[src/hw/rtl/rgbhsv_pkg.sv]
// Shared widths, constants and pipeline stage types for the RGB to HSV converter.
package rgbhsv_pkg;

  localparam int unsigned CH_W   = 8;   // input channel width
  localparam int unsigned HUE_W  = 9;   // hue output width
  localparam int unsigned PCT_W  = 7;   // percent output width
  localparam int unsigned QUOT_W = 7;   // quotient bits, one divider stage each
  localparam int unsigned REM_W  = 15;  // dividend / remainder width
  localparam int unsigned VAL_SHIFT = 8;
  // input stage, operand stage, QUOT_W divider stages, output register
  localparam int unsigned NUM_STAGES = QUOT_W + 3;

  localparam logic [REM_W-1:0] HUE_SCALE = REM_W'(60);
  localparam logic [REM_W-1:0] SAT_SCALE = REM_W'(100);
  localparam logic [REM_W-1:0] VAL_SCALE = REM_W'(101);

  localparam logic [HUE_W-1:0] HUE_GREEN   = HUE_W'(120);
  localparam logic [HUE_W-1:0] HUE_BLUE    = HUE_W'(240);
  localparam logic [HUE_W-1:0] HUE_FULL    = HUE_W'(360);
  localparam logic [HUE_W-1:0] HUE_RED_TOP = HUE_W'(350);
  localparam logic [HUE_W-1:0] HUE_ORANGE  = HUE_W'(40);
  localparam logic [HUE_W-1:0] HUE_YELLOW  = HUE_W'(60);
  localparam logic [HUE_W-1:0] HUE_LIFT    = HUE_W'(10);
  localparam logic [HUE_W-1:0] HUE_YBASE   = HUE_W'(50);
  localparam logic [PCT_W-1:0] PCT_MAX     = PCT_W'(100);

  typedef enum logic [1:0] {
    SEC_RED,
    SEC_GREEN,
    SEC_BLUE
  } sector_t;

  // after max/min search
  typedef struct packed {
    logic [CH_W-1:0] mx;
    logic [CH_W-1:0] mn;
    logic [CH_W-1:0] hi;
    logic [CH_W-1:0] lo;
    sector_t         sector;
  } sort_t;

  // operands and partial results carried through the divider stages
  typedef struct packed {
    logic [REM_W-1:0]  rem_h;
    logic [REM_W-1:0]  rem_s;
    logic [CH_W-1:0]   den_h;
    logic [CH_W-1:0]   den_s;
    logic [QUOT_W-1:0] q_h;
    logic [QUOT_W-1:0] q_s;
    sector_t           sector;
    logic              neg;
    logic              gray;
    logic [PCT_W-1:0]  bright;
  } div_t;

endpackage

[src/hw/rtl/rgbhsv_in_if.sv]
// Input channel: one RGB pixel per beat.
interface rgbhsv_in_if;
  import rgbhsv_pkg::*;

  logic            valid;
  logic            ready;
  logic [CH_W-1:0] red;
  logic [CH_W-1:0] green;
  logic [CH_W-1:0] blue;

  modport source (output valid, output red, output green, output blue, input ready);
  modport sink (input valid, input red, input green, input blue, output ready);
endinterface

[src/hw/rtl/rgbhsv_out_if.sv]
// Output channel: one HSV result per beat.
interface rgbhsv_out_if;
  import rgbhsv_pkg::*;

  logic             valid;
  logic             ready;
  logic [HUE_W-1:0] hue;
  logic [PCT_W-1:0] saturation;
  logic [PCT_W-1:0] brightness;

  modport source (output valid, output hue, output saturation, output brightness,
                  input ready);
  modport sink (input valid, input hue, input saturation, input brightness,
                output ready);
endinterface

[src/hw/rtl/rgb_to_hsv_converter_unit.sv]
// RGB to HSV converter: pipelined max/min sort, restoring dividers, hue assembly.
// One pixel is taken per cycle while the pipeline is not stalled; there are 10 register
// stages: sort, operand setup, 7 divider steps of one quotient bit each, output.
// Every stage holds when the stage ahead of it is full and stalled, and an empty
// stage is filled even while the output waits, so bubbles close up under backpressure.
// Gray pixels (all channels equal) give saturation 0 and hue 0 (HUE_LIFT when the
// hue_shift_enable bit is set). The hue_shift_enable bit is written through
// cfg_write_en/cfg_write_data and should only change while the pipeline is empty.
module rgb_to_hsv_converter_unit (
  input  logic               clk,
  input  logic               rst,
  input  logic               cfg_write_en,
  input  logic               cfg_write_data,
  rgbhsv_in_if.sink          rgb,
  rgbhsv_out_if.source       hsv
);
  import rgbhsv_pkg::*;

  logic                  hue_shift_enable;
  logic [NUM_STAGES-1:0] vld;
  logic [NUM_STAGES-1:0] ld;

  sort_t sort_q, sort_next;
  div_t  op_next;
  div_t  dv [QUOT_W+1];
  div_t  dv_next [QUOT_W+1];

  logic [HUE_W-1:0] hue_raw, hue_final, hue_q;
  logic [PCT_W-1:0] sat_final, sat_q, bright_q;

  always_ff @(posedge clk) begin
    if (rst) begin
      hue_shift_enable <= 1'b0;
    end else if (cfg_write_en) begin
      hue_shift_enable <= cfg_write_data;
    end
  end

  // A stage loads when it is empty or the stage ahead loads too.
  always_comb begin
    ld[NUM_STAGES-1] = !vld[NUM_STAGES-1] || hsv.ready;
    for (int i = NUM_STAGES - 2; i >= 0; i--) begin
      ld[i] = !vld[i] || ld[i+1];
    end
  end

  assign rgb.ready = ld[0];

  always_ff @(posedge clk) begin
    if (rst) begin
      vld <= '0;
    end else begin
      if (ld[0]) vld[0] <= rgb.valid;
      for (int i = 1; i < NUM_STAGES; i++) begin
        if (ld[i]) vld[i] <= vld[i-1];
      end
    end
  end

  // Stage 1: max, min and the hue sector; ties go red, then green.
  always_comb begin
    sort_next.mx = rgb.red;
    sort_next.mn = rgb.red;
    if (rgb.green > sort_next.mx) sort_next.mx = rgb.green;
    if (rgb.blue > sort_next.mx) sort_next.mx = rgb.blue;
    if (rgb.green < sort_next.mn) sort_next.mn = rgb.green;
    if (rgb.blue < sort_next.mn) sort_next.mn = rgb.blue;
    priority if (rgb.red >= rgb.green && rgb.red >= rgb.blue) begin
      sort_next.sector = SEC_RED;
      sort_next.hi     = rgb.green;
      sort_next.lo     = rgb.blue;
    end else if (rgb.green >= rgb.blue) begin
      sort_next.sector = SEC_GREEN;
      sort_next.hi     = rgb.blue;
      sort_next.lo     = rgb.red;
    end else begin
      sort_next.sector = SEC_BLUE;
      sort_next.hi     = rgb.red;
      sort_next.lo     = rgb.green;
    end
  end

  always_ff @(posedge clk) begin
    if (ld[0]) sort_q <= sort_next;
  end

  // Stage 2: chroma, sign and magnitude of the hue numerator, scaled dividends, brightness.
  always_comb begin
    logic [CH_W-1:0]  chroma;
    logic [CH_W-1:0]  mag;
    logic [REM_W-1:0] val_prod;
    chroma   = sort_q.mx - sort_q.mn;
    mag      = (sort_q.hi < sort_q.lo) ? (sort_q.lo - sort_q.hi) : (sort_q.hi - sort_q.lo);
    val_prod = REM_W'(sort_q.mx) * VAL_SCALE;
    op_next.rem_h  = REM_W'(mag) * HUE_SCALE;
    op_next.rem_s  = REM_W'(chroma) * SAT_SCALE;
    op_next.den_h  = chroma;
    op_next.den_s  = sort_q.mx;
    op_next.q_h    = '0;
    op_next.q_s    = '0;
    op_next.sector = sort_q.sector;
    op_next.neg    = sort_q.hi < sort_q.lo;
    op_next.gray   = chroma == '0;
    op_next.bright = PCT_W'(val_prod >> VAL_SHIFT);
  end

  // Divider steps: stage i resolves quotient bit QUOT_W-i of both quotients.
  always_comb begin
    dv_next[0] = op_next;
    for (int i = 1; i <= QUOT_W; i++) begin
      logic [REM_W-1:0] trial_h;
      logic [REM_W-1:0] trial_s;
      trial_h = REM_W'(dv[i-1].den_h) << (QUOT_W - i);
      trial_s = REM_W'(dv[i-1].den_s) << (QUOT_W - i);
      dv_next[i] = dv[i-1];
      if (dv[i-1].rem_h >= trial_h) begin
        dv_next[i].rem_h = dv[i-1].rem_h - trial_h;
        dv_next[i].q_h[QUOT_W-i] = 1'b1;
      end
      if (dv[i-1].rem_s >= trial_s) begin
        dv_next[i].rem_s = dv[i-1].rem_s - trial_s;
        dv_next[i].q_s[QUOT_W-i] = 1'b1;
      end
    end
  end

  always_ff @(posedge clk) begin
    for (int i = 0; i <= QUOT_W; i++) begin
      if (ld[i+1]) dv[i] <= dv_next[i];
    end
  end

  // Output stage: add the sector base, wrap negatives, optional spreading.
  always_comb begin
    logic [HUE_W-1:0] qh;
    logic [HUE_W:0]   dbl;
    qh = HUE_W'(dv[QUOT_W].q_h);
    unique case (dv[QUOT_W].sector)
      SEC_RED:   hue_raw = (dv[QUOT_W].neg && qh != '0) ? (HUE_FULL - qh) : qh;
      SEC_GREEN: hue_raw = dv[QUOT_W].neg ? (HUE_GREEN - qh) : (HUE_GREEN + qh);
      SEC_BLUE:  hue_raw = dv[QUOT_W].neg ? (HUE_BLUE - qh) : (HUE_BLUE + qh);
      default:   hue_raw = '0;
    endcase
    if (dv[QUOT_W].gray) hue_raw = '0;

    dbl       = {hue_raw, 1'b0} - {1'b0, HUE_RED_TOP};
    hue_final = hue_raw;
    if (hue_shift_enable) begin
      priority if (hue_raw >= HUE_RED_TOP) begin
        hue_final = (dbl >= {1'b0, HUE_FULL}) ? HUE_W'(dbl - {1'b0, HUE_FULL}) : HUE_W'(dbl);
      end else if (hue_raw < HUE_ORANGE) begin
        hue_final = hue_raw + HUE_LIFT;
      end else if (hue_raw < HUE_YELLOW) begin
        hue_final = HUE_YBASE + ((hue_raw - HUE_ORANGE) >> 1);
      end else begin
        hue_final = hue_raw;
      end
    end

    sat_final = dv[QUOT_W].gray ? '0 : PCT_W'(dv[QUOT_W].q_s);
  end

  always_ff @(posedge clk) begin
    if (ld[NUM_STAGES-1]) begin
      hue_q    <= hue_final;
      sat_q    <= sat_final;
      bright_q <= dv[QUOT_W].bright;
    end
  end

  assign hsv.valid      = vld[NUM_STAGES-1];
  assign hsv.hue        = hue_q;
  assign hsv.saturation = sat_q;
  assign hsv.brightness = bright_q;

endmodule

[src/flat_wrapper.sv]
// flat-port wrapper written by rule: the top's interface ports become plain ports
module rgb_to_hsv_converter_unit_flat import rgbhsv_pkg::*;
  (clk, rst, cfg_write_en, cfg_write_data, rgb_valid, rgb_red, rgb_green, rgb_blue, rgb_ready, hsv_valid, hsv_hue, hsv_saturation, hsv_brightness, hsv_ready);
  rgbhsv_in_if rgb_i ();
  rgbhsv_out_if hsv_i ();
  input  logic clk;
  input  logic rst;
  input  logic cfg_write_en;
  input  logic cfg_write_data;
  input wire logic [$bits(rgb_i.valid)-1:0] rgb_valid;
  input wire logic [$bits(rgb_i.red)-1:0] rgb_red;
  input wire logic [$bits(rgb_i.green)-1:0] rgb_green;
  input wire logic [$bits(rgb_i.blue)-1:0] rgb_blue;
  output wire logic [$bits(rgb_i.ready)-1:0] rgb_ready;
  output wire logic [$bits(hsv_i.valid)-1:0] hsv_valid;
  output wire logic [$bits(hsv_i.hue)-1:0] hsv_hue;
  output wire logic [$bits(hsv_i.saturation)-1:0] hsv_saturation;
  output wire logic [$bits(hsv_i.brightness)-1:0] hsv_brightness;
  input wire logic [$bits(hsv_i.ready)-1:0] hsv_ready;
  assign rgb_i.valid = rgb_valid;
  assign rgb_i.red = rgb_red;
  assign rgb_i.green = rgb_green;
  assign rgb_i.blue = rgb_blue;
  assign rgb_ready = rgb_i.ready;
  assign hsv_valid = hsv_i.valid;
  assign hsv_hue = hsv_i.hue;
  assign hsv_saturation = hsv_i.saturation;
  assign hsv_brightness = hsv_i.brightness;
  assign hsv_i.ready = hsv_ready;
  rgb_to_hsv_converter_unit u_core (.clk(clk), .rst(rst), .cfg_write_en(cfg_write_en), .cfg_write_data(cfg_write_data), .rgb(rgb_i), .hsv(hsv_i));
endmodule
[config.mk]
export PLATFORM = sky130hd
export DESIGN_NAME = rgb_to_hsv_converter_unit_flat
export DESIGN_NICKNAME = d
export VERILOG_FILES = /design/src/hw/rtl/rgbhsv_pkg.sv /design/src/hw/rtl/rgbhsv_in_if.sv /design/src/hw/rtl/rgbhsv_out_if.sv /design/src/hw/rtl/rgb_to_hsv_converter_unit.sv /design/src/flat_wrapper.sv
export SDC_FILE = /design/constraint.sdc
export NUM_CORES = 1
export LEC_CHECK = 0
export BUFFER_PORTS_ARGS = -buffer_cell sky130_fd_sc_hd__buf_2
export CAP_MARGIN = 0
export CORE_ASPECT_RATIO = 0.7
export CORE_MARGIN = 2
export CORE_UTILIZATION = 30
export DETAILED_ROUTE_END_ITERATION = 8
export GPL_TIMING_DRIVEN = 0
export MAX_ROUTING_LAYER = met4
export SLEW_MARGIN = 30
export SYNTH_ARGS = -nofsm -noshare
export SYNTH_HDL_FRONTEND = slang
export SYNTH_SLANG_ARGS = --single-unit
[constraint.sdc]
create_clock -name clk -period 14.2 [get_ports clk]
set_input_delay 1.42 -clock clk [delete_from_list [all_inputs] [get_ports clk]]
set_output_delay 1.42 -clock clk [all_outputs]
set_load 0.05 [all_outputs]
==> run_results.csv, run 1 <==
group,metric,value,unit
synth,synth_top_area_share,0.518,
final_layout,fill_cells,9081,
setup_path,start_kind,"flip-flop",
die,die_x,369,um
clock_tree,insertion_delay,590,ps
die,pin_count,55,
clock_tree,cts_resized,0,
routing,first_pass_iters,5,
routing,avgRoutedWirePerCell,13.8,um
sta,min_period,6330,ps
synth,synth_edf_count,484,
sta,slew_viol_final,0,
setup_path,critical_path_arrival,6650,ps
synth,ys_seq_area_frac,0.526,
synth,yosysTopAreaCell,"edfxtp_1",
setup_path,critPathRequiredTime,14520,ps
global_routing,antenna_found_initial,0,
sta,hold_slack,389,ps
synth,syn_inst,2358,
global_routing,grt_pass1_vias,16200,
clock_tree,post_cts_buffers,0,
synth,avgSynthCellArea,11.9,sq um
routing,vias,16800,
synth,ys.flop_type,"edfxtp_1",
sta,hold_violations,0,
setup_path,cp_max_fo,10,
synth,synth_cell_types,90,
routing,drcViolationCount,0,
clock_tree,clock_path_buffers,3,
synth,synthAdderAreaFrac,0.151,
synth,syn_area,28000,sq um
synth,yosysWarnings,0,
status,status,"finished, final reports clean",
die,dieArea,96000,sq um
synth,muxShareOfSynthArea,0.0326,
synth,synth.area.top_cells,"edfxtp_1, ha_1, inv_1",
routing,drt-met1-wl,29100,um
clock_tree,clkTransAtPathRegs,70,ps
synth,synth_seq_cells,495,
die,rows,93,
synth,synth.most_common_cell,"edfxtp_1",
clock_tree,cts_sinks,495,
synth,synth_top_family_by_area,"adder cells",
sta,rsz0062_at_grt,"false",
sta,post-route-period-util,0.446,
global_routing,grtUsageTotal,0.112,
flow_run,cap_violations,0,
routing,ant_nets,0,
sta,skew,36.3,ps
placement,place.gp.congestion,0.871,
clock_tree,cts_tree,"built",
setup_path,crit_path_end_kind,"flip-flop",
sta,relSlewSlack,0.416,
sta,report.final.setup_viol,0,
clock_tree,htree_levels,2,
synth,synth_compound_area_frac,0.105,
routing,wl_met2,19300,um
clock_tree,cts_root_buf,"clkbuf_16",
global_routing,grt_pass1_wl,85500,um
synth,synthTopCellsByCount,"edfxtp_1, inv_1, ha_1",
clock_tree,numCtsBuffers,47,
synth,yosys.area_share.simple,0.0971,
final_layout,final_nets,2820,
clock_tree,postCtsHoldBufs,0,
sta,tightest_slew,875,ps
routing,drt_iter0_markers,1079,
die,start_util,0.304,
hold_path,worst_hold_path_type,"flip-flop to flip-flop",
die,core-area,92300,sq um
routing,met3WireLength,2350,um
synth,synth.net_count,2705,
sta,fin_tns_setup,0,ps
synth,synth_xor_area_frac,0.0412,
sta,fmax,158,MHz
synth,async_reset_ff_frac,0,
setup_path,crit_type,"flip-flop to flip-flop",
placement,portBuffers,54,
routing,drt-total-wl,51500,um
routing,vias_per_cell,4.48,
global_routing,grt_max_degree,53,
final_layout,drive_above_1_share,0.0801,
final_layout,syn2layout_area_growth,13.0,%
global_routing,gr-total-overflow,0,
final_layout,diodes,0,
routing,routed.top_layer,"met4",
placement,hpwl,39500,um
die,fp.dieH,260,um
[per-layer routing]
layer,vias up,track usage
li1,8723,-
met1,7727,0.174
met2,283,0.149
met3,53,0.0199
met4,0,0.0210
met5,-,-
[critical path, cell delays in order (launching register included)]
cell and delay (ps):
edfxtp_1 400, inv_1 70, ha_1 200, inv_1 70, fa_1 390, a21o_1 190
a21o_1 200, a21o_1 190, a21oi_1 130, o21ai_1 250, clkbuf_1 330, mux2i_1 190
xnor2_1 450, inv_1 110, fa_1 490, fa_1 600, inv_1 60, ha_1 260
a21o_1 180, a21oi_1 210, o21ai_0 110, a21oi_1 220, nor2b_1 90, o21a_1 180
o21ai_0 170, nand2b_1 80, a21oi_1 170, xnor2_1 100
[worst paths after layout]
kind / startpoint / endpoint / cells after the start / slack [ps]
worst max register to register: u_core.sort_q[10] / u_core.dv[0][69] / 27 / 7870
worst max-delay path: u_core.sort_q[10] / u_core.dv[0][69] / 27 / 7870
worst min register to register: u_core.dv[1][81] / u_core.dv[1][152] / 0 / 390
worst min-delay path: u_core.dv[1][81] / u_core.dv[1][152] / 0 / 390
[final cells by class]
class                           count  area, sq um  area share
Sequential cell                   495        14800       0.466
Multi-Input combinational cell   1518        12000       0.379
Tap cell                         1235         1550      0.0488
Clock buffer                       64         1280      0.0404
Inverter                          304         1150      0.0363
Timing Repair Buffer               66          483      0.0152
Clock inverter                     22          263     0.00829
Buffer                             41          188     0.00592
[cells by family (layout without fill, tap and decap cells)]
family | count (synthesis) | in the layout
multiplexers | 88 | 88
flip-flops | 495 | 495
AO/OA/AOI/OAI | 457 | 457
adder cells (fa/ha/maj) | 317 | 317
AND/OR/NAND/NOR | 525 | 525
buffers and inverters | 345 | 497
XOR/XNOR | 131 | 131
[per-stage QoR]
| step | utilization | area, sq um | setup WS, ps | cells |
|---|---|---|---|---|
| 6_report | 0.343 | 31700 | 7870 | 3745 |
| 5_1_grt | 0.343 | 31700 | 7190 | 3745 |
| 4_1_cts | 0.343 | 31700 | 7790 | 3744 |
| 3_5_place_dp | 0.326 | 30100 | 7810 | 3658 |
| 3_3_place_gp | 0.324 | 29900 | 4860 | 3647 |
| 2_1_floorplan | - | 28000 | 7090 | 2358 |
[layout by cell type (no fill, tap or decap), types with 9 or more instances in the layout]
master     netlist  routed
mux2i_1         61      61
xnor2_1         75      75
o31ai_1         17      17
nand3b_1         9       9
or3_1           10      10
nand2_1        112     109
edfxtp_1       484     484
buf_2            9      63
nand4_1         18      18
clkbuf_1        25      39
clkbuf_16        0      48
inv_1          303     299
mux2_2          21      21
xor2_1          55      55
o21a_1          19      19
nor2_1         136     136
nor3_1          26      25
nor2b_1         57      57
o21ai_0         99      98
a21o_1          74      74
ha_1           282     282
fa_1            35      35
a21oi_1        137     137
and3_1          14      14
nor4_1          17      17
a21boi_0        12      12
nand3_1         24      22
a211oi_1        10       9
nand2b_1        48      48
o21bai_1        12      12
dfxtp_1         11      11
and2_1           9       9
[flip-flops by register name, summed over array words and instances, names as in the netlist]
register,flops
u_core.hsv.brightness,7
u_core.sort_q,24
u_core.hsv.hue,9
u_core.dv_next,10
u_core.hue_shift_enable,1
u_core.hsv.saturation,7
u_core.vld,10
u_core.dv,427
Power of run 1 is left out: the tool's default activity adds up to more than one toggle a clock period on the data nets, which glitch-free logic cannot reach.
==> run 2, diff against run 1 <==
- clock period: 14.2 -> 5.45 ns (I/O delays scaled with it)
==> run_results.csv, run 2 (synthesized netlist as in run 1, its figures left out) <==
group,metric,value,unit
die,dieArea,96000,sq um
global_routing,grtUsageTotal,0.114,
sta,setup_slack,48.6,ps
die,core-area,92300,sq um
routing,vias,17000,
setup_path,crit_path_top_delay_cell,"fa_1",
clock_tree,cts_tree,"built",
die,die_x,369,um
global_routing,gr-total-overflow,0,
die,rows,93,
setup_path,critPathRequiredTime,5790,ps
sta,tightest_slew,896,ps
final_layout,fill_cells,8985,
routing,drt_iter0_markers,1193,
final_layout,regMostFlops,"u_core.dv",
setup_path,rr_worst_depth,27,
hold_path,worstHoldPathCells,2,
sta,hold_violations,0,
final_layout,layout_common_cells,"edfxtp_1, inv_1, ha_1",
final_layout,final_util,0.350,
clock_tree,postCtsHoldBufs,0,
final_layout,final_common_cell,"edfxtp_1",
setup_path,path_buf_inv,10,
routing,ant_nets,0,
placement,hpwl,39500,um
die,fp.dieH,260,um
final_layout,reg.largest.list,"u_core.dv (427), u_core.sort_q (24)",
sta,min_period,5400,ps
setup_path,ff2ff_setup_slack,50,ps
global_routing,grt_max_degree,52,
final_layout,stdcell_count,3774,
routing,drcViolationCount,0,
sta,relSlewSlack,0.397,
hold_path,hold_end,"u_core.vld[0]",
placement,dp_worst_setup_slack,-561,ps
clock_tree,clkTransAtPathRegs,70,ps
setup_path,critical_path_arrival,5740,ps
final_layout,largest_reg_flops,427,
sta,slew_viol_final,0,
setup_path,crit_type,"flip-flop to flip-flop",
sta,rsz0062_at_grt,"true",
setup_path,crit_path_end_kind,"flip-flop",
final_layout,multi_input_area,12300,sq um
clock_tree,cts_root_buf,"clkbuf_16",
clock_tree,clock_path_buffers,3,
clock_tree,cts_sinks,495,
final_layout,seq_area,14800,sq um
placement,place.gp.congestion,0.863,
routing,first_pass_iters,7,
setup_path,critical_path.top_delay_family,"adder cells",
global_routing,grt_pass1_vias,16300,
hold_path,hold_path.startpoint,"rst",
setup_path,r2r-start,"u_core.sort_q[10]",
routing,vias_per_cell,4.51,
sta,report.final.setup_viol,0,
status,status,"finished, final reports clean",
setup_path,reg2reg_to,"u_core.dv[0][65]",
sta,fmax,185,MHz
clock_tree,htree_levels,2,
global_routing,grt_pass1_wl,87300,um
routing,avgRoutedWirePerCell,14.0,um
setup_path,cp_max_fo,7,
global_routing,antenna_found_initial,1,
flow_run,cap_violations,0,
hold_path,worst_hold_path_type,"input port to flip-flop",
clock_tree,insertion_delay,590,ps
setup_path,worst_path_largest_cell_delay,570,ps
setup_path,start_kind,"flip-flop",
final_layout,final_nets,2847,
sta,skew,29.0,ps
die,pin_count,55,
sta,post-route-period-util,0.991,
final_layout,drive_above_1_share,0.110,
die,start_util,0.304,
placement,portBuffers,54,
placement,dpl.cell_count,3657,
clock_tree,numCtsBuffers,47,
routing,drt-total-wl,52900,um
final_layout,syn2layout_area_growth,15.1,%
run 2: worst max path at each step:
stage | from | depth (start not counted) | end | slack (ps)
detailed placement | u_core.sort_q[10] | 27 | u_core.dv[0][69] | -560
global route | u_core.sort_q[10] | 27 | u_core.dv[0][69] | -200
global placement | hsv_ready | 8 | rgb_ready | -1020
floorplan | u_core.sort_q[10] | 27 | u_core.dv[0][69] | 5
CTS | u_core.sort_q[10] | 27 | u_core.dv[0][69] | -10
finish | u_core.sort_q[10] | 27 | u_core.dv[0][65] | 50
run 2: layout make-up:
cell class              instances  share of cell area
flip-flops and latches        495               0.457
multi-input cells            1518               0.381
well taps                    1235              0.0479
clock buffers                  56              0.0388
inverters                     304              0.0357
repair buffers                 94              0.0207
clock inverters                31              0.0130
plain buffers                  40             0.00605
diodes                          1           0.0000775
run 2: what timing repair did:
action                                  4_1_cts  5_1_grt
endpoints found under the setup margin        5        9
gates resized for setup                      22       39
gates cloned                                  0        0
pin swaps                                    18       30
buffers inserted                             15       14
run 2: routing by layer:
metal	vias up	wire length, um	GRT usage	part of all wire
met1	7885	29300	0.178	0.55
met4	0	626	0.0196	0.012
met3	55	2690	0.0209	0.051
met5	-	0	-	0
met2	313	20300	0.151	0.38
li1	8779	-	-	-
run 2: through the flow:
stage,setup TNS [ps],area (sq um),hold WS (ps)
floorplan,0,28100,400
global placement,-93820,29900,400
detailed placement,-1080,30100,405
CTS,-10.8,32000,159
global route,-527,32300,183
finish,0,32300,216
run 2: worst reg2reg max path: stages, from the launching register on:
cell,delay [ps]
edfxtp_1,420
inv_2,80
ha_4,130
inv_2,40
fa_2,340
a21o_1,160
a21o_1,190
a21o_1,170
a21oi_2,190
o21ai_4,130
o211ai_1,250
a21boi_2,100
a211o_1,350
xor2_4,200
fa_1,570
inv_2,40
fa_1,490
inv_2,50
ha_4,270
inv_4,40
o21ai_4,160
a21oi_4,70
buf_4,130
buf_6,100
buf_4,120
buf_4,120
buf_4,130
xnor2_2,120
Power of run 2 is left out for the same reason.
